File: src/sv/plrx_pkg.sv
// shared types and constants for the polled uart receive ring device
package plrx_pkg;

  // request codes carried in req_type
  typedef enum logic [2:0] {
    REQ_STAT_RD    = 3'd0,
    REQ_STAT_WR    = 3'd1,
    REQ_RX_RD      = 3'd2,
    REQ_TX_WR      = 3'd3,
    REQ_LINK_BYTE  = 3'd4,
    REQ_CONNECT    = 3'd5,
    REQ_DISCONNECT = 3'd6
  } req_t;

  // status byte bit positions
  localparam int unsigned ST_RX_BIT   = 0;
  localparam int unsigned ST_BUSY_BIT = 1;
  localparam int unsigned ST_RST_BIT  = 2;

  // slot returned by a data read on an empty ring
  localparam int unsigned EMPTY_READ_SLOT = 3;

  // result of one request, before the ring read data is merged in
  typedef struct packed {
    logic       use_mem;
    logic       hit;
    logic [7:0] stat;
    logic       tx_valid;
    logic [7:0] tx_byte;
  } result_t;

endpackage

File: src/sv/plrx_ram.sv
// receive ring storage: one write port, one registered read port
module plrx_ram #(
  parameter int unsigned DEPTH = 16
) (
  input  logic                     clk,
  input  logic                     we,
  input  logic [$clog2(DEPTH)-1:0] waddr,
  input  logic [7:0]               wdata,
  input  logic                     re,
  input  logic [$clog2(DEPTH)-1:0] raddr,
  output logic [7:0]               rdata
);

  logic [7:0] mem [DEPTH];

  // write port
  always_ff @(posedge clk) begin
    if (we) begin
      mem[waddr] <= wdata;
    end
  end

  // registered read port
  always_ff @(posedge clk) begin
    if (re) begin
      rdata <= mem[raddr];
    end
  end

endmodule

File: src/sv/plrx_ctrl.sv
// ring pointers, link state and request decode
module plrx_ctrl #(
  parameter int unsigned RX_DEPTH = 16
) (
  input  logic                        clk,
  input  logic                        rst,
  input  logic                        xfer,
  input  logic [2:0]                  req_type,
  input  logic [7:0]                  data_in,
  output logic                        mem_we,
  output logic [$clog2(RX_DEPTH)-1:0] mem_waddr,
  output logic [7:0]                  mem_wdata,
  output logic                        mem_re,
  output logic [$clog2(RX_DEPTH)-1:0] mem_raddr,
  output plrx_pkg::result_t           result
);

  localparam int unsigned PTR_W      = $clog2(RX_DEPTH);
  localparam int unsigned FILL_W     = $clog2(RX_DEPTH + 1);
  localparam int unsigned EMPTY_SLOT = plrx_pkg::EMPTY_READ_SLOT % RX_DEPTH;

  logic [PTR_W-1:0]  read_ptr, read_ptr_next;
  logic [PTR_W-1:0]  write_ptr, write_ptr_next;
  logic              ring_empty, ring_empty_next;
  logic              link_up, link_up_next;
  // count of ring entries written at least once since reset; entries below it hold real data
  logic [FILL_W-1:0] fill, fill_next;
  logic [PTR_W-1:0]  rp_inc, wp_inc;
  plrx_pkg::req_t    req;

  assign req = plrx_pkg::req_t'(req_type);

  // pointer increments with wrap at the ring depth
  assign rp_inc = (read_ptr == PTR_W'(RX_DEPTH - 1)) ? '0 : read_ptr + 1'b1;
  assign wp_inc = (write_ptr == PTR_W'(RX_DEPTH - 1)) ? '0 : write_ptr + 1'b1;

  // request decode and next state
  always_comb begin
    read_ptr_next   = read_ptr;
    write_ptr_next  = write_ptr;
    ring_empty_next = ring_empty;
    link_up_next    = link_up;
    fill_next       = fill;
    mem_we          = 1'b0;
    mem_waddr       = write_ptr;
    mem_wdata       = data_in;
    mem_re          = 1'b0;
    mem_raddr       = read_ptr;
    result          = '0;
    unique case (req)
      plrx_pkg::REQ_STAT_RD: begin
        result.stat[plrx_pkg::ST_RX_BIT]   = ~ring_empty;
        result.stat[plrx_pkg::ST_BUSY_BIT] = ~link_up;
      end
      plrx_pkg::REQ_STAT_WR: begin
        if (data_in[plrx_pkg::ST_RST_BIT]) begin
          ring_empty_next = 1'b1;
          read_ptr_next   = '0;
          write_ptr_next  = '0;
        end
      end
      plrx_pkg::REQ_RX_RD: begin
        mem_re         = xfer;
        result.use_mem = 1'b1;
        if (ring_empty) begin
          mem_raddr = PTR_W'(EMPTY_SLOT);
        end else begin
          read_ptr_next = rp_inc;
          if (rp_inc == write_ptr) begin
            ring_empty_next = 1'b1;
          end
        end
        result.hit = (FILL_W'(mem_raddr) < fill);
      end
      plrx_pkg::REQ_TX_WR: begin
        if (link_up) begin
          result.tx_valid = 1'b1;
          result.tx_byte  = data_in;
        end
      end
      plrx_pkg::REQ_LINK_BYTE: begin
        mem_we = xfer;
        if (ring_empty) begin
          read_ptr_next   = write_ptr;
          ring_empty_next = 1'b0;
        end
        write_ptr_next = wp_inc;
        if (FILL_W'(write_ptr) == fill) begin
          fill_next = fill + 1'b1;
        end
      end
      plrx_pkg::REQ_CONNECT:    link_up_next = 1'b1;
      plrx_pkg::REQ_DISCONNECT: link_up_next = 1'b0;
      default: begin
      end
    endcase
  end

  // state registers
  always_ff @(posedge clk) begin
    if (rst) begin
      read_ptr   <= '0;
      write_ptr  <= '0;
      ring_empty <= 1'b1;
      link_up    <= 1'b0;
      fill       <= '0;
    end else if (xfer) begin
      read_ptr   <= read_ptr_next;
      write_ptr  <= write_ptr_next;
      ring_empty <= ring_empty_next;
      link_up    <= link_up_next;
      fill       <= fill_next;
    end
  end

  // pointers stay inside the ring
  a_ptr_range: assert property (@(posedge clk) disable iff (rst)
    (FILL_W'(read_ptr) < FILL_W'(RX_DEPTH)) && (FILL_W'(write_ptr) < FILL_W'(RX_DEPTH)))
    else $error("ring pointer out of range");

  // the write pointer never runs past the written region
  a_wp_fill: assert property (@(posedge clk) disable iff (rst)
    (FILL_W'(write_ptr) <= fill) && (fill <= FILL_W'(RX_DEPTH)))
    else $error("write pointer beyond fill count");

  // a non-empty ring only points at written entries
  a_rp_fill: assert property (@(posedge clk) disable iff (rst)
    !ring_empty |-> (FILL_W'(read_ptr) < fill))
    else $error("read pointer at unwritten entry");

endmodule

File: src/sv/plrx_out.sv
// result pipeline: read stage and output register
module plrx_out (
  input  logic              clk,
  input  logic              rst,
  input  logic              xfer,
  input  plrx_pkg::result_t result,
  input  logic [7:0]        mem_rdata,
  output logic              req_ready,
  output logic              rsp_valid,
  input  logic              rsp_ready,
  output logic [7:0]        read_data,
  output logic              tx_valid,
  output logic [7:0]        tx_byte
);

  plrx_pkg::result_t stage;
  logic              stage_valid;
  logic              advance;
  logic [7:0]        stage_rd;

  // stage moves on when the output register is free or being drained
  assign advance   = ~rsp_valid | rsp_ready;
  assign req_ready = ~stage_valid | advance;

  // merge ring read data with status; unwritten entries read as zero
  assign stage_rd = stage.use_mem ? (stage.hit ? mem_rdata : 8'd0) : stage.stat;

  // read stage, aligned with the registered ring read
  always_ff @(posedge clk) begin
    if (rst) begin
      stage_valid <= 1'b0;
    end else if (xfer) begin
      stage_valid <= 1'b1;
    end else if (advance) begin
      stage_valid <= 1'b0;
    end
    if (xfer) begin
      stage <= result;
    end
  end

  // output register
  always_ff @(posedge clk) begin
    if (rst) begin
      rsp_valid <= 1'b0;
    end else if (advance) begin
      rsp_valid <= stage_valid;
    end
    if (advance && stage_valid) begin
      read_data <= stage_rd;
      tx_valid  <= stage.tx_valid;
      tx_byte   <= stage.tx_byte;
    end
  end

  // a stalled read stage keeps its result
  a_stage_hold: assert property (@(posedge clk) disable iff (rst)
    (stage_valid && !advance) |=> (stage_valid && $stable(stage)))
    else $error("read stage lost while stalled");

endmodule

File: src/sv/polled_uart_rx_ring_device_core.sv
// top level of the polled uart receive ring device
//
//  channel | handshake             | payload
//  --------+-----------------------+-----------------------------
//  request | req_valid / req_ready | req_type, data_in
//  result  | rsp_valid / rsp_ready | read_data, tx_valid, tx_byte
//
// one request a cycle while req_ready is high; each result passes the ring read
// register, then the output register
// reset clears pointers, flags and the fill count; the ring has no clearing
// pass, entries never written since reset read as zero
// two result slots: a stalled result port still takes one more request
module polled_uart_rx_ring_device_core #(
  parameter int unsigned RX_DEPTH = 16
) (
  input  logic       clk,
  input  logic       rst,
  input  logic       req_valid,
  output logic       req_ready,
  input  logic [2:0] req_type,
  input  logic [7:0] data_in,
  output logic       rsp_valid,
  input  logic       rsp_ready,
  output logic [7:0] read_data,
  output logic       tx_valid,
  output logic [7:0] tx_byte
);

  localparam int unsigned PTR_W = $clog2(RX_DEPTH);

  logic              xfer;
  logic              mem_we, mem_re;
  logic [PTR_W-1:0]  mem_waddr, mem_raddr;
  logic [7:0]        mem_wdata, mem_rdata;
  plrx_pkg::result_t result;

  assign xfer = req_valid & req_ready;

  // request decode and ring state
  plrx_ctrl #(.RX_DEPTH(RX_DEPTH)) u_ctrl (
    .clk       (clk),
    .rst       (rst),
    .xfer      (xfer),
    .req_type  (req_type),
    .data_in   (data_in),
    .mem_we    (mem_we),
    .mem_waddr (mem_waddr),
    .mem_wdata (mem_wdata),
    .mem_re    (mem_re),
    .mem_raddr (mem_raddr),
    .result    (result)
  );

  // receive ring
  plrx_ram #(.DEPTH(RX_DEPTH)) u_ram (
    .clk   (clk),
    .we    (mem_we),
    .waddr (mem_waddr),
    .wdata (mem_wdata),
    .re    (mem_re),
    .raddr (mem_raddr),
    .rdata (mem_rdata)
  );

  // result pipeline
  plrx_out u_out (
    .clk       (clk),
    .rst       (rst),
    .xfer      (xfer),
    .result    (result),
    .mem_rdata (mem_rdata),
    .req_ready (req_ready),
    .rsp_valid (rsp_valid),
    .rsp_ready (rsp_ready),
    .read_data (read_data),
    .tx_valid  (tx_valid),
    .tx_byte   (tx_byte)
  );

endmodule
File: config.mk
export PLATFORM = sky130hd
export DESIGN_NAME = polled_uart_rx_ring_device_core
export DESIGN_NICKNAME = d
export VERILOG_FILES = /design/src/sv/plrx_pkg.sv /design/src/sv/plrx_ram.sv /design/src/sv/plrx_ctrl.sv /design/src/sv/plrx_out.sv /design/src/sv/polled_uart_rx_ring_device_core.sv
export SDC_FILE = /design/constraint.sdc
export NUM_CORES = 1
export LEC_CHECK = 0
export BUFFER_PORTS_ARGS = -buffer_cell sky130_fd_sc_hd__buf_2
export CORE_UTILIZATION = 50
export DETAILED_ROUTE_END_ITERATION = 7
export PLACE_DENSITY = 0.67
export SLEW_MARGIN = 30
export SYNTH_ARGS = -nofsm -noshare
export SYNTH_HDL_FRONTEND = slang
export SYNTH_SLANG_ARGS = --single-unit
File: constraint.sdc
create_clock -name clk -period 3.44 [get_ports clk]
set_input_delay 0.688 -clock clk [delete_from_list [all_inputs] [get_ports clk]]
set_output_delay 0.688 -clock clk [all_outputs]
set_load 0.01 [all_outputs]
==> impl_metrics.tcl <==
set metrics [dict create \
    skew_ps 5.839 \
    hold_viol_final 0 \
    slew_viol_final 0 \
    critPathKind "register to register" \
    max_freq_ghz 0.3936 \
    clk_pin_slew_ps 70 \
    ant_nets 0 \
    cts_buffer_depth 2 \
    globalRouteOverflowTotal 0 \
    initial_utilization_pct 51.23 \
    slew_headroom_pct 40.16 \
    setup_violations 0 \
    netlist_top_cells_area "edfxtp_1 64%, mux2i_1 4.6%, dfxtp_1 4.4%, a21oi_1 2.4%, o21ai_0 2.1%" \
    vdd_drop_max_mv 0.3932 \
    first_iter_violations 399 \
    synth_area_mm2 0.007787 \
    io_buffers 33 \
    antenna_cells 0 \
    drtPass1Iterations 5 \
    gp_congestion 0.8278 \
    synth_top_area_share_pct 64.01 \
    cap_violations 0 \
    crit_path_start_kind "register" \
    post-route-period-util_pct 73.86 \
    cts_resized 0 \
    final_net_count 618 \
    num_rows 45 \
    yosys.area.top_type "edfxtp_1" \
    antenna_found_initial 0 \
    die_area_mm2 0.01608 \
    dp_slack_ps 481.4 \
    period_minus_slack_ps 2541 \
    grt_max_degree 28 \
    synthCells 559 \
    grt_usage_pct 22.57 \
    grt_first_pass_wirelength_um 26480 \
    p_leak_uw 0.003007 \
    fillers 1185 \
    via_per_inst 6.040 \
    cts_buffers 17 \
    routed_wl_um 17280 \
    cts_root_buf "clkbuf_16" \
    holdBufCountCts 0 \
    ys_warn_count 0 \
    syn_avg_cell_area_um2 13.93 \
    total_power_uw 4611 \
    end_kind "register" \
    vias 4796 \
    clock_latency_ps 430 \
    cts.sinks 183 \
    tightest_slew_ps 894.3 \
    die_h_um 126.8 \
    status "completed" \
    hold_class "register to register" \
    die_width_um 126.8 \
    grt_pass1_vias 4625 \
    worst_slack_ps 899.1 \
    crit_fanout 21 \
    finalSetupTns_ps 0 \
    hpwl_um 11220 \
    rsz0062_at_grt "no" \
    core_region_area_mm2 0.01520 \
    cts_max_level 4 \
    syn_to_final_growth_pct 12.10 \
    synth_ff_type "edfxtp_1" \
    design.portCount 34 \
    cts_tree "built" \
    cts_setup_buffers 0 \
    cp_data_arrival_time_ps 2780 \
    synth-edff-count 166 \
    synth_seq_cells 183 \
    ys_seq_area_share_pct 68.38 \
    ys_types 61 \
    wl_per_cell_um 21.76 \
    async_flop_share_pct 0 \
    required_ps 3680 \
    drc 0 \
    p_per_area_mw_per_mm2 528.1 \
    syn-num-nets 583 \
    drive_above_1_share_pct 15.68 \
]
## routing by layer
layer / GRT usage [%] / part of all wire (%) / vias to the layer above
li1: - / - / 2191
met1: 30.29 / 43 / 2352
met5: 0 / 0 / -
met4: 10.92 / 2.9 / 0
met2: 35.00 / 47 / 221
met3: 5.019 / 7.5 / 32
## cell usage after synthesis, drive strengths merged, types with 3 or more instances
library cell    n
a2111oi         7
a211oi          6
a21o            4
a21oi          38
a22o            6
a22oi           4
a31oi           3
and2            9
and3            8
buf            25
clkbuf          9
dfxtp          17
edfxtp        166
ha              9
inv            13
mux2i          36
nand2          15
nand2b         15
nand3          10
nand3b          3
nor2           37
nor2b          11
nor3           16
o211ai          7
o21a            3
o21ai          39
o221ai          6
or3             3
xnor2           5
xor2            6
## power by group
group          switching [uW]  internal, uW  leakage, uW
registers                12.9          2450      0.00166
logic                     116          53.2      0.00106
clock network             832          1150     0.000289
## flip-flops by register name, indices dropped and copies added (netlist names)
name / cells
u_out.tx_byte: 8
u_ctrl.mem_waddr: 4
u_out.read_data: 8
u_ctrl.ring_empty: 1
u_out.rsp_valid: 1
u_ctrl.read_ptr: 4
u_ram.rdata: 8
u_out.tx_valid: 1
u_ctrl.link_up: 1
u_ctrl.fill: 5
u_out.stage: 13
u_out.stage_valid: 1
u_ram.mem: 128
## critical path, cell delays in order, from the launching register on
cell and delay (ps):
dfxtp_1 570, and4bb_4 490, buf_4 340, or2_1 390, a211o_1 200, a21oi_1 60, o32ai_1 300
## layout by cell type, fill, tap and decap left out, types with 4 or more instances in the layout
cell type / Yosys / routed
o21ai_0: 33 / 33
ha_1: 9 / 9
nor2b_1: 10 / 10
a211oi_1: 6 / 6
clkinv_4: 0 / 4
clkbuf_16: 0 / 17
a22o_1: 6 / 6
nor2_1: 36 / 35
buf_2: 11 / 33
and3_1: 8 / 8
nand2b_1: 14 / 14
inv_1: 13 / 13
o211ai_1: 7 / 7
dfxtp_1: 17 / 16
edfxtp_1: 166 / 166
nand2_1: 15 / 15
mux2i_1: 36 / 36
xnor2_1: 5 / 5
o221ai_1: 6 / 6
and2_1: 9 / 9
xor2_1: 6 / 6
buf_4: 6 / 17
nand3_1: 9 / 9
nor3_1: 16 / 16
a21oi_1: 38 / 38
o21ai_1: 6 / 6
a2111oi_2: 5 / 5
a22oi_1: 4 / 4
a21o_1: 4 / 4
## final timing paths
kind                                       start  depth (start not counted)  slack, ps                         end
setup / recovery  u_ctrl.ring_empty$_SDFFE_PP1P_                          6        900    u_ram.rdata[6]$_DFFE_PP_
setup reg to reg  u_ctrl.ring_empty$_SDFFE_PP1P_                          6        900    u_ram.rdata[6]$_DFFE_PP_
hold / removal      u_out.stage[6]$_SDFFCE_PN0P_                          0        420  u_out.tx_byte[6]$_DFFE_PP_
hold reg to reg     u_out.stage[6]$_SDFFCE_PN0P_                          0        420  u_out.tx_byte[6]$_DFFE_PP_
## through the flow
step | cells | instance area [um^2] | hold slack [ps] | utilization (%)
after CTS | 794 | 8725 | 420.5 | 57.39
final | 794 | 8730 | 418.1 | 57.42
after detailed placement | 763 | 8122 | 404.5 | 53.42
after floorplan | 559 | 7787 | 400.3 | -
after global placement | 763 | 8122 | 404.6 | 53.42
after global routing | 794 | 8730 | 425.3 | 57.42
## kinds of logic after synthesis
logic type      share of synthesized area [%]
simple gates                            9.849
mux                                     4.627
flops                                   68.38
xor+xnor                                1.237
fa+ha+maj                               1.446
compound gates                          11.30
buf+inv                                 3.165
## area by class of cell
type / count / area [um^2] / area share [%]
repair buffers: 50 / 292.8 / 3.354
clock buffers: 18 / 429.2 / 4.916
inverters: 13 / 48.80 / 0.5590
clock inverters: 13 / 173.9 / 1.992
multi-input cells: 329 / 2223 / 25.47
flip-flops and latches: 183 / 5326 / 61.01
well taps: 188 / 235.2 / 2.695
No activity file was read; power rests on OpenSTA's default activity.
